===== config.mk =====
export PLATFORM = sky130hd
export DESIGN_NAME = murmur3_hash32_engine
export DESIGN_NICKNAME = d
export VERILOG_FILES = /design/src/mm3_pkg.sv /design/src/mm3_queue.sv /design/src/mm3_front.sv /design/src/mm3_back.sv /design/src/murmur3_hash32_engine.sv
export SDC_FILE = /design/constraint.sdc
export NUM_CORES = 2
export LEC_CHECK = 0
export BUFFER_PORTS_ARGS = -buffer_cell sky130_fd_sc_hd__buf_2
export CORE_AREA = 2 2 363 365
export DETAILED_ROUTE_END_ITERATION = 12
export DIE_AREA = 0 0 365 367
export MAX_ROUTING_LAYER = met4
export RECOVER_POWER = 50
export SYNTH_ARGS = -nofsm -noshare
export SYNTH_HDL_FRONTEND = slang
export SYNTH_HIERARCHICAL = 1
export SYNTH_SLANG_ARGS = --single-unit

===== constraint.sdc =====
create_clock -name clk -period 8.05 [get_ports clk]
set_clock_uncertainty 0.15 [all_clocks]
set_input_delay 1.61 -clock clk [delete_from_list [all_inputs] [get_ports clk]]
set_output_delay 1.61 -clock clk [all_outputs]
set_load 0.005 [all_outputs]

===== src/mm3_pkg.sv =====
// Shared constants and types for the MurmurHash3 x86_32 engine.
`timescale 1ns / 1ps

package mm3_pkg;

  localparam logic [31:0] MUL_A = 32'hcc9e2d51;
  localparam logic [31:0] MUL_B = 32'h1b873593;
  localparam int unsigned ROT_K = 15;
  localparam int unsigned ROT_H = 13;
  localparam logic [31:0] ADD_H = 32'he6546b64;
  localparam logic [31:0] FIN_A = 32'h85ebca6b;
  localparam logic [31:0] FIN_B = 32'hc2b2ae35;

  localparam logic [2:0] CNT_FULL = 3'd4;

  // One scrambled word as it travels from front to back.
  typedef struct packed {
    logic [31:0] k;     // scrambled (masked) word
    logic [2:0]  cnt;   // effective byte count, 0..4
    logic        last;
  } q_entry_t;

  // Back-end sequencer, one-hot.
  typedef enum logic [4:0] {
    ST_RUN  = 5'b00001,
    ST_FIN0 = 5'b00010,
    ST_FIN1 = 5'b00100,
    ST_FIN2 = 5'b01000,
    ST_FIN3 = 5'b10000
  } back_state_t;

endpackage


===== src/mm3_queue.sv =====
// Small FIFO between the scramble front end and the hash back end.
`timescale 1ns / 1ps

module mm3_queue #(
  parameter int DEPTH = 8
) (
  input  logic                       clk,
  input  logic                       rst,
  input  logic                       push,
  input  mm3_pkg::q_entry_t          push_entry,
  input  logic                       pop,
  output mm3_pkg::q_entry_t          head,
  output logic                       empty,
  output logic [$clog2(DEPTH+1)-1:0] count
);

  localparam int PW = $clog2(DEPTH);
  localparam int CW = $clog2(DEPTH + 1);

  mm3_pkg::q_entry_t mem [DEPTH];
  logic [PW-1:0] wr_ptr;
  logic [PW-1:0] rd_ptr;

  always_ff @(posedge clk) begin
    if (push) begin
      mem[wr_ptr] <= push_entry;
    end
  end

  always_ff @(posedge clk) begin
    if (rst) begin
      wr_ptr <= '0;
      rd_ptr <= '0;
      count  <= '0;
    end else begin
      if (push) begin
        wr_ptr <= (wr_ptr == PW'(DEPTH - 1)) ? '0 : wr_ptr + PW'(1);
      end
      if (pop) begin
        rd_ptr <= (rd_ptr == PW'(DEPTH - 1)) ? '0 : rd_ptr + PW'(1);
      end
      count <= count + CW'(push) - CW'(pop);
    end
  end

  assign head  = mem[rd_ptr];
  assign empty = (count == '0);

endmodule


===== src/mm3_front.sv =====
// Front end: accepts words, masks the tail and scrambles in a 3-stage pipe.
`timescale 1ns / 1ps

module mm3_front #(
  parameter int DEPTH = 8
) (
  input  logic                       clk,
  input  logic                       rst,
  input  logic                       in_valid,
  output logic                       in_stall,
  input  logic [31:0]                data_word,
  input  logic [2:0]                 byte_count,
  input  logic                       last,
  input  logic [$clog2(DEPTH+1)-1:0] q_count,
  output logic                       q_push,
  output mm3_pkg::q_entry_t          q_entry
);

  localparam int CW = $clog2(DEPTH + 1);

  logic        va, vb, vc;
  logic [31:0] wa, kb;
  logic [2:0]  ca, cb;
  logic        la, lb;
  mm3_pkg::q_entry_t ec;

  logic [2:0]  cnt_eff;
  logic [31:0] word_m;
  logic [31:0] kb_rot;
  logic [CW:0] used;
  logic        take;

  // Credit check: everything in the pipe plus the queue fits in the queue.
  assign used = (CW+1)'(va) + (CW+1)'(vb) + (CW+1)'(vc) + (CW+1)'(q_count);
  assign in_stall = (used >= (CW+1)'(DEPTH));
  assign take = in_valid && !in_stall;

  always_comb begin
    cnt_eff = (!last || byte_count > mm3_pkg::CNT_FULL) ? mm3_pkg::CNT_FULL : byte_count;
    case (cnt_eff)
      3'd0:    word_m = 32'd0;
      3'd1:    word_m = {24'd0, data_word[7:0]};
      3'd2:    word_m = {16'd0, data_word[15:0]};
      3'd3:    word_m = {8'd0, data_word[23:0]};
      default: word_m = data_word;
    endcase
  end

  assign kb_rot = {kb[31-mm3_pkg::ROT_K:0], kb[31:32-mm3_pkg::ROT_K]};

  always_ff @(posedge clk) begin
    if (rst) begin
      va <= 1'b0;
      vb <= 1'b0;
      vc <= 1'b0;
    end else begin
      va <= take;
      vb <= va;
      vc <= vb;
    end
  end

  always_ff @(posedge clk) begin
    wa   <= word_m;
    ca   <= cnt_eff;
    la   <= last;
    kb   <= wa * mm3_pkg::MUL_A;
    cb   <= ca;
    lb   <= la;
    ec.k    <= kb_rot * mm3_pkg::MUL_B;
    ec.cnt  <= cb;
    ec.last <= lb;
  end

  assign q_push  = vc;
  assign q_entry = ec;

endmodule


===== src/mm3_back.sv =====
// Back end: running hash update, length fold, final avalanche, result register.
`timescale 1ns / 1ps

module mm3_back (
  input  logic              clk,
  input  logic              rst,
  input  logic [31:0]       seed,
  input  mm3_pkg::q_entry_t head,
  input  logic              q_empty,
  output logic              q_pop,
  output logic              out_valid,
  input  logic              out_stall,
  output logic [31:0]       hash_value
);

  mm3_pkg::back_state_t state, state_next;

  logic [31:0] running_hash;
  logic [31:0] byte_total;
  logic        in_message;
  logic [31:0] acc;

  logic [31:0] h0, bt0, hx, hr, h_new, bt_new, fold, x13;
  logic        out_free;

  assign q_pop    = (state == mm3_pkg::ST_RUN) && !q_empty;
  assign out_free = !out_valid || !out_stall;

  always_comb begin
    h0     = in_message ? running_hash : seed;
    bt0    = in_message ? byte_total : 32'd0;
    hx     = h0 ^ head.k;
    hr     = {hx[31-mm3_pkg::ROT_H:0], hx[31:32-mm3_pkg::ROT_H]};
    h_new  = (head.cnt == mm3_pkg::CNT_FULL) ? ((hr << 2) + hr + mm3_pkg::ADD_H) : hx;
    bt_new = bt0 + 32'(head.cnt);
    fold   = acc ^ byte_total;
    x13    = acc ^ (acc >> 13);
  end

  always_comb begin
    state_next = state;
    case (state)
      mm3_pkg::ST_RUN:  if (q_pop && head.last) state_next = mm3_pkg::ST_FIN0;
      mm3_pkg::ST_FIN0: state_next = mm3_pkg::ST_FIN1;
      mm3_pkg::ST_FIN1: state_next = mm3_pkg::ST_FIN2;
      mm3_pkg::ST_FIN2: state_next = mm3_pkg::ST_FIN3;
      mm3_pkg::ST_FIN3: if (out_free) state_next = mm3_pkg::ST_RUN;
      default:          state_next = mm3_pkg::ST_RUN;
    endcase
  end

  always_ff @(posedge clk) begin
    if (rst) begin
      state      <= mm3_pkg::ST_RUN;
      in_message <= 1'b0;
      out_valid  <= 1'b0;
    end else begin
      state <= state_next;
      if (q_pop) begin
        in_message <= !head.last;
      end
      if (state == mm3_pkg::ST_FIN3 && out_free) begin
        out_valid <= 1'b1;
      end else if (!out_stall) begin
        out_valid <= 1'b0;
      end
    end
  end

  always_ff @(posedge clk) begin
    if (q_pop) begin
      running_hash <= h_new;
      byte_total   <= bt_new;
      acc          <= h_new;
    end
    case (state)
      mm3_pkg::ST_FIN0: acc <= fold ^ (fold >> 16);
      mm3_pkg::ST_FIN1: acc <= acc * mm3_pkg::FIN_A;
      mm3_pkg::ST_FIN2: acc <= x13 * mm3_pkg::FIN_B;
      default: ;
    endcase
    if (state == mm3_pkg::ST_FIN3 && out_free) begin
      hash_value <= acc ^ (acc >> 16);
    end
  end

endmodule


===== src/murmur3_hash32_engine.sv =====
// Top level of the seeded MurmurHash3 x86_32 engine.
`timescale 1ns / 1ps
//
//  channel | direction | signals                                  | transfer when
//  --------+-----------+------------------------------------------+-------------------------
//  input   | in        | in_valid/in_stall, data_word,            | in_valid && !in_stall
//          |           | byte_count, last                         |
//  result  | out       | out_valid/out_stall, hash_value          | out_valid && !out_stall
//  seed    | in        | seed_we, seed_wdata                      | seed_we
//
//  Words that are not last sustain one transfer per cycle: the front scrambles in a
//  3-stage multiplier pipe, the back does the rotate/x5/add update as it pops each word.
//  A last word holds the back through ST_FIN0..ST_FIN3 (length fold, two avalanche multiplies,
//  result load); input keeps flowing into the queue meanwhile until its credits run out.
//  With no stalls, out_valid rises once the last word clears the front pipe, queue and FIN states.
//  rst is synchronous and active high; it empties the pipe and queue and clears seed.
//  A stalled result holds in the output register while the back keeps absorbing words.

module murmur3_hash32_engine #(
  parameter int QUEUE_DEPTH = 8
) (
  input  logic        clk,
  input  logic        rst,
  input  logic        in_valid,
  output logic        in_stall,
  input  logic [31:0] data_word,
  input  logic [2:0]  byte_count,
  input  logic        last,
  output logic        out_valid,
  input  logic        out_stall,
  output logic [31:0] hash_value,
  input  logic        seed_we,
  input  logic [31:0] seed_wdata
);

  localparam int CW = $clog2(QUEUE_DEPTH + 1);

  logic [31:0]       seed;
  logic              q_push, q_pop, q_empty;
  logic [CW-1:0]     q_count;
  mm3_pkg::q_entry_t q_in, q_head;

  // Seed is sampled by the back end at the first word of each message.
  always_ff @(posedge clk) begin
    if (rst) begin
      seed <= 32'd0;
    end else if (seed_we) begin
      seed <= seed_wdata;
    end
  end

  mm3_front #(.DEPTH(QUEUE_DEPTH)) u_front (
    .clk        (clk),
    .rst        (rst),
    .in_valid   (in_valid),
    .in_stall   (in_stall),
    .data_word  (data_word),
    .byte_count (byte_count),
    .last       (last),
    .q_count    (q_count),
    .q_push     (q_push),
    .q_entry    (q_in)
  );

  mm3_queue #(.DEPTH(QUEUE_DEPTH)) u_queue (
    .clk        (clk),
    .rst        (rst),
    .push       (q_push),
    .push_entry (q_in),
    .pop        (q_pop),
    .head       (q_head),
    .empty      (q_empty),
    .count      (q_count)
  );

  mm3_back u_back (
    .clk        (clk),
    .rst        (rst),
    .seed       (seed),
    .head       (q_head),
    .q_empty    (q_empty),
    .q_pop      (q_pop),
    .out_valid  (out_valid),
    .out_stall  (out_stall),
    .hash_value (hash_value)
  );

`ifndef SYNTHESIS
  a_q_bound: assert property (@(posedge clk) disable iff (rst)
    q_count <= CW'(QUEUE_DEPTH))
    else $error("queue count above depth");

  a_no_overflow: assert property (@(posedge clk) disable iff (rst)
    (q_push && !q_pop) |-> (q_count < CW'(QUEUE_DEPTH)))
    else $error("push into full queue");

  a_no_underflow: assert property (@(posedge clk) disable iff (rst)
    q_pop |-> (q_count != '0))
    else $error("pop from empty queue");
`endif

endmodule

==> impl_results.md <==
- Run status: finished, violations left
- Failing checks: max-capacitance violations, max-slew violations
- CP Buf/Inv Count: 4
- Vias in the first global route: 38400
- Drt wl/cell: 21.8 um
- Cell breakdown of the critical path: xor2_1 -> ha_1 -> ha_1 -> inv_1 -> fa_1 -> fa_1 -> inv_1 -> fa_1 -> fa_1 -> fa_1 -> inv_1 -> fa_1 -> inv_1 -> ha_1 -> a21o_1 -> a21o_1 -> a21oi_1 -> nand2b_1 -> o41ai_2 -> a221o_1 -> a311oi_2 -> xor2_1 -> nor2_1 -> a211o_1
- Final antenna-violating net count: 0
- Asr flop ratio synth: 0%
- Post-synth EDFFs: 416
- Final count of pins violating max slew: 237
- Die W: 365 um
- Crit-path slowest cell: xor2_1
- Clk_lat worst skew: 0.68 ns
- Gr usage total: 24.3%
- Crit Path Max Fanout: 6
- Tcrit/Tclk final: 97.2%
- Crit-path max cell delay: 0.71 ns
- Top delay family on crit path: adder cells
- CP endpoint kind: flop
- CTS Buf Count: 60
- Worst Hold End: u_front/lb
- Drt pass-1 iters: 5
- Die area: 134000 um^2
- Layout area overhead: 8.79%
- CTS tree: done
- Ys flop type: edfxtp_1
- Min-delay worst type: reg2reg
- Startpoint types: flop
- Routed wire length: 155000 um
- Via/cell ratio: 5.11
- Yosys warns: 6
- Fin. Hold Viols: 0
- Placement Setup Slack: 0.208 ns
- RR Startpoint: u_back/acc[15]
- CTS clk-pin slew, worst paths: 0.07 ns
- PnR worst setup slack: 0.227 ns
- Net count, final: 6907
- # IOs: 107
- Cell area after synthesis: 58200 um^2
- Starting Density: 44.6%
- RSZ-0062 raised after global routing: false
- Worst R2R Setup Slack: 0.23 ns
- Largest net degree at the start of global routing: 73
- Clock tree sinks: 579
- Achievable Freq: 0.128 GHz
- Fin cells: 7101
- Hold Buf Count CTS: 0
- Die height: 367 um
- Required time worst endpoint: 8.30 ns
- Fraction of layout cells with a size suffix above 1: 7.15%
- Layout filler cell count: 12100
- Seq/Total Area, Yosys: 27.0%
- Core Footprint: 130000 um^2
- Root buf cell: clkbuf_16
- CP dominant cell by count: fa_1
- PortBufs: 106
- Mapped Cells: 5095
- # DRC: 0
- Hold path start: u_front/la
- Syn Area/Cell: 11.4 um^2
- Rows: 133
- Final HPWL from detailed placement: 128000 um
- GRT overflow: 0
- FF+latch count, synth: 579
- Post-synthesis cell type count: 94
- Most common cell after layout, fill and taps aside: inv_1
- Number of cells on the worst reg-to-reg path: 24
- Final count of negative-setup-slack endpoints: 0
- Via count: 36300
- Worst flop-to-flop path endpoint: u_back/acc[28]
- Initial DRC count: 2209
- Reported max-cap violation count: 6
- Crit path time final: 7.82 ns
- Setup TNS: 0 ns
- H-tree depth: 2
- Tightest Pin Transition: 3.17 ns
- Syn Nets: 6710
- Clock tree buffer depth: 3
- Most frequent cells in the layout: 1320 x inv_1, 825 x ha_1, 717 x fa_1
- Slew margin rel.: -111%
- Hold Path Depth: 0
- RD Place Congestion: 0.958
- Initial antenna violation count: 3
- Critical path type: reg2reg
- First-pass GRT wire length: 236000 um
- Inst Count DP: 6984
- Worst EP arrival: 8.07 ns
==> cells by family (layout without fill, tap and decap cells) <==
family | after synthesis | in the layout | share of synthesized area (%)
other cells | 0 | 2 | 0
compound gates | 478 | 478 | 5.61
xor+xnor | 412 | 412 | 6.19
simple gates | 503 | 503 | 4.33
fa+ha+maj | 1542 | 1542 | 42.4
buf+inv | 1399 | 1648 | 9.24
mux | 182 | 182 | 5.21
flops | 579 | 579 | 27.0
==> state kept, by name, summed over array words and instances (netlist names), 3 cells and up, named ones only <==
name	count
u_back/state	5
u_back/acc	32
u_back/hash_value	32
u_front/wa	32
u_queue/rd_ptr	3
u_queue/wr_ptr	3
u_queue/mem	288
u_front/ca	3
u_front/cb	3
u_queue/count	4
seed	32
u_front/q_entry	36
u_front/kb	32
u_back/running_hash	32
u_back/byte_total	32
==> cell usage after synthesis (9+ instances only) <==
cell type / count / area [um^2]
a21boi_0: 10 / 75.1
a21o_1: 63 / 473
a21oi_1: 113 / 566
a31oi_1: 9 / 56.3
and2_1: 46 / 288
and3_1: 21 / 131
buf_1: 9 / 33.8
buf_6: 10 / 113
clkbuf_1: 52 / 195
dfxtp_1: 163 / 3260
edfxtp_1: 416 / 12500
fa_1: 717 / 14400
ha_1: 825 / 10300
inv_1: 1320 / 4950
mux2_2: 39 / 439
mux2i_1: 71 / 711
mux4_1: 70 / 1840
nand2_1: 126 / 473
nand2b_1: 34 / 213
nand3_1: 29 / 145
nand3b_1: 12 / 90.1
nand4_1: 15 / 93.8
nor2_1: 123 / 462
nor2b_1: 34 / 213
nor3_1: 24 / 120
o211ai_1: 13 / 97.6
o21a_1: 23 / 173
o21ai_0: 97 / 485
o21bai_1: 16 / 120
o22ai_1: 12 / 75.1
o31ai_1: 11 / 82.6
or3_1: 11 / 68.8
xnor2_1: 278 / 2430
xor2_1: 134 / 1170
==> area by class of cell <==
| type | instances | area [um^2] | share of cell area [%] |
|---|---|---|---|
| antenna | 2 | 5.00 | 0.00790 |
| clock buffer | 88 | 1680 | 2.65 |
| clock inverter | 26 | 289 | 0.456 |
| inverter | 1320 | 4950 | 7.82 |
| multi-input combinational | 3117 | 37200 | 58.7 |
| sequential | 579 | 15800 | 24.9 |
| tap | 1755 | 2200 | 3.47 |
| timing repair buffer | 214 | 1260 | 1.99 |
==> metal layers <==
layer	global-route usage, %	wire length (um)	vias to the layer above
li1	-	-	16900
met5	-	0	-
met2	39.9	75500	766
met3	2.18	5950	224
met4	7.91	6150	0
met1	31.8	67000	18400
==> what timing repair did <==
action,in CTS,in global routing
resized for setup,0,4
buffers inserted,0,1
endpoints found under the setup margin,0,4
==> worst register-to-register path, stage by stage (launching register included) <==
cell and delay, ns:
edfxtp_1 0.44, xor2_1 0.71, ha_1 0.41, ha_1 0.31
inv_1 0.07, fa_1 0.45, fa_1 0.49, inv_1 0.06
fa_1 0.49, fa_1 0.53, fa_1 0.50, inv_1 0.05
fa_1 0.48, inv_1 0.04, ha_1 0.30, a21o_1 0.19
a21o_1 0.17, a21oi_1 0.19, nand2b_1 0.15, o41ai_2 0.11
a221o_1 0.38, a311oi_2 0.34, xor2_1 0.17, nor2_1 0.05
a211o_1 0.30
==> how the worst max path moves through the flow <==
| stage | startpoint | end | cells past startpoint |
|---|---|---|---|
| 2_1_floorplan | u_back/acc[19] | u_back/acc[28] | 27 |
| 3_3_place_gp | u_back/acc[9] | u_back/acc[30] | 23 |
| 3_5_place_dp | u_back/acc[15] | u_back/acc[30] | 23 |
| 4_1_cts | u_back/acc[15] | u_back/acc[30] | 23 |
| 5_1_grt | u_back/acc[15] | u_back/acc[28] | 24 |
| 6_report | u_back/acc[15] | u_back/acc[28] | 24 |
==> through the flow <==
stage          instance area (um^2)  util (%)  hold WS (ns)
4_1_cts                       63400      48.6         0.185
5_1_grt                       63400      48.6         0.185
6_report                      63400      48.6         0.181
2_1_floorplan                 58200         -         0.160
3_5_place_dp                  61500      47.1         0.168
3_3_place_gp                  61500      47.1         0.165
Power is left out: the tool's default activity adds up to more than one toggle a clock period on the data nets, which glitch-free logic cannot reach.
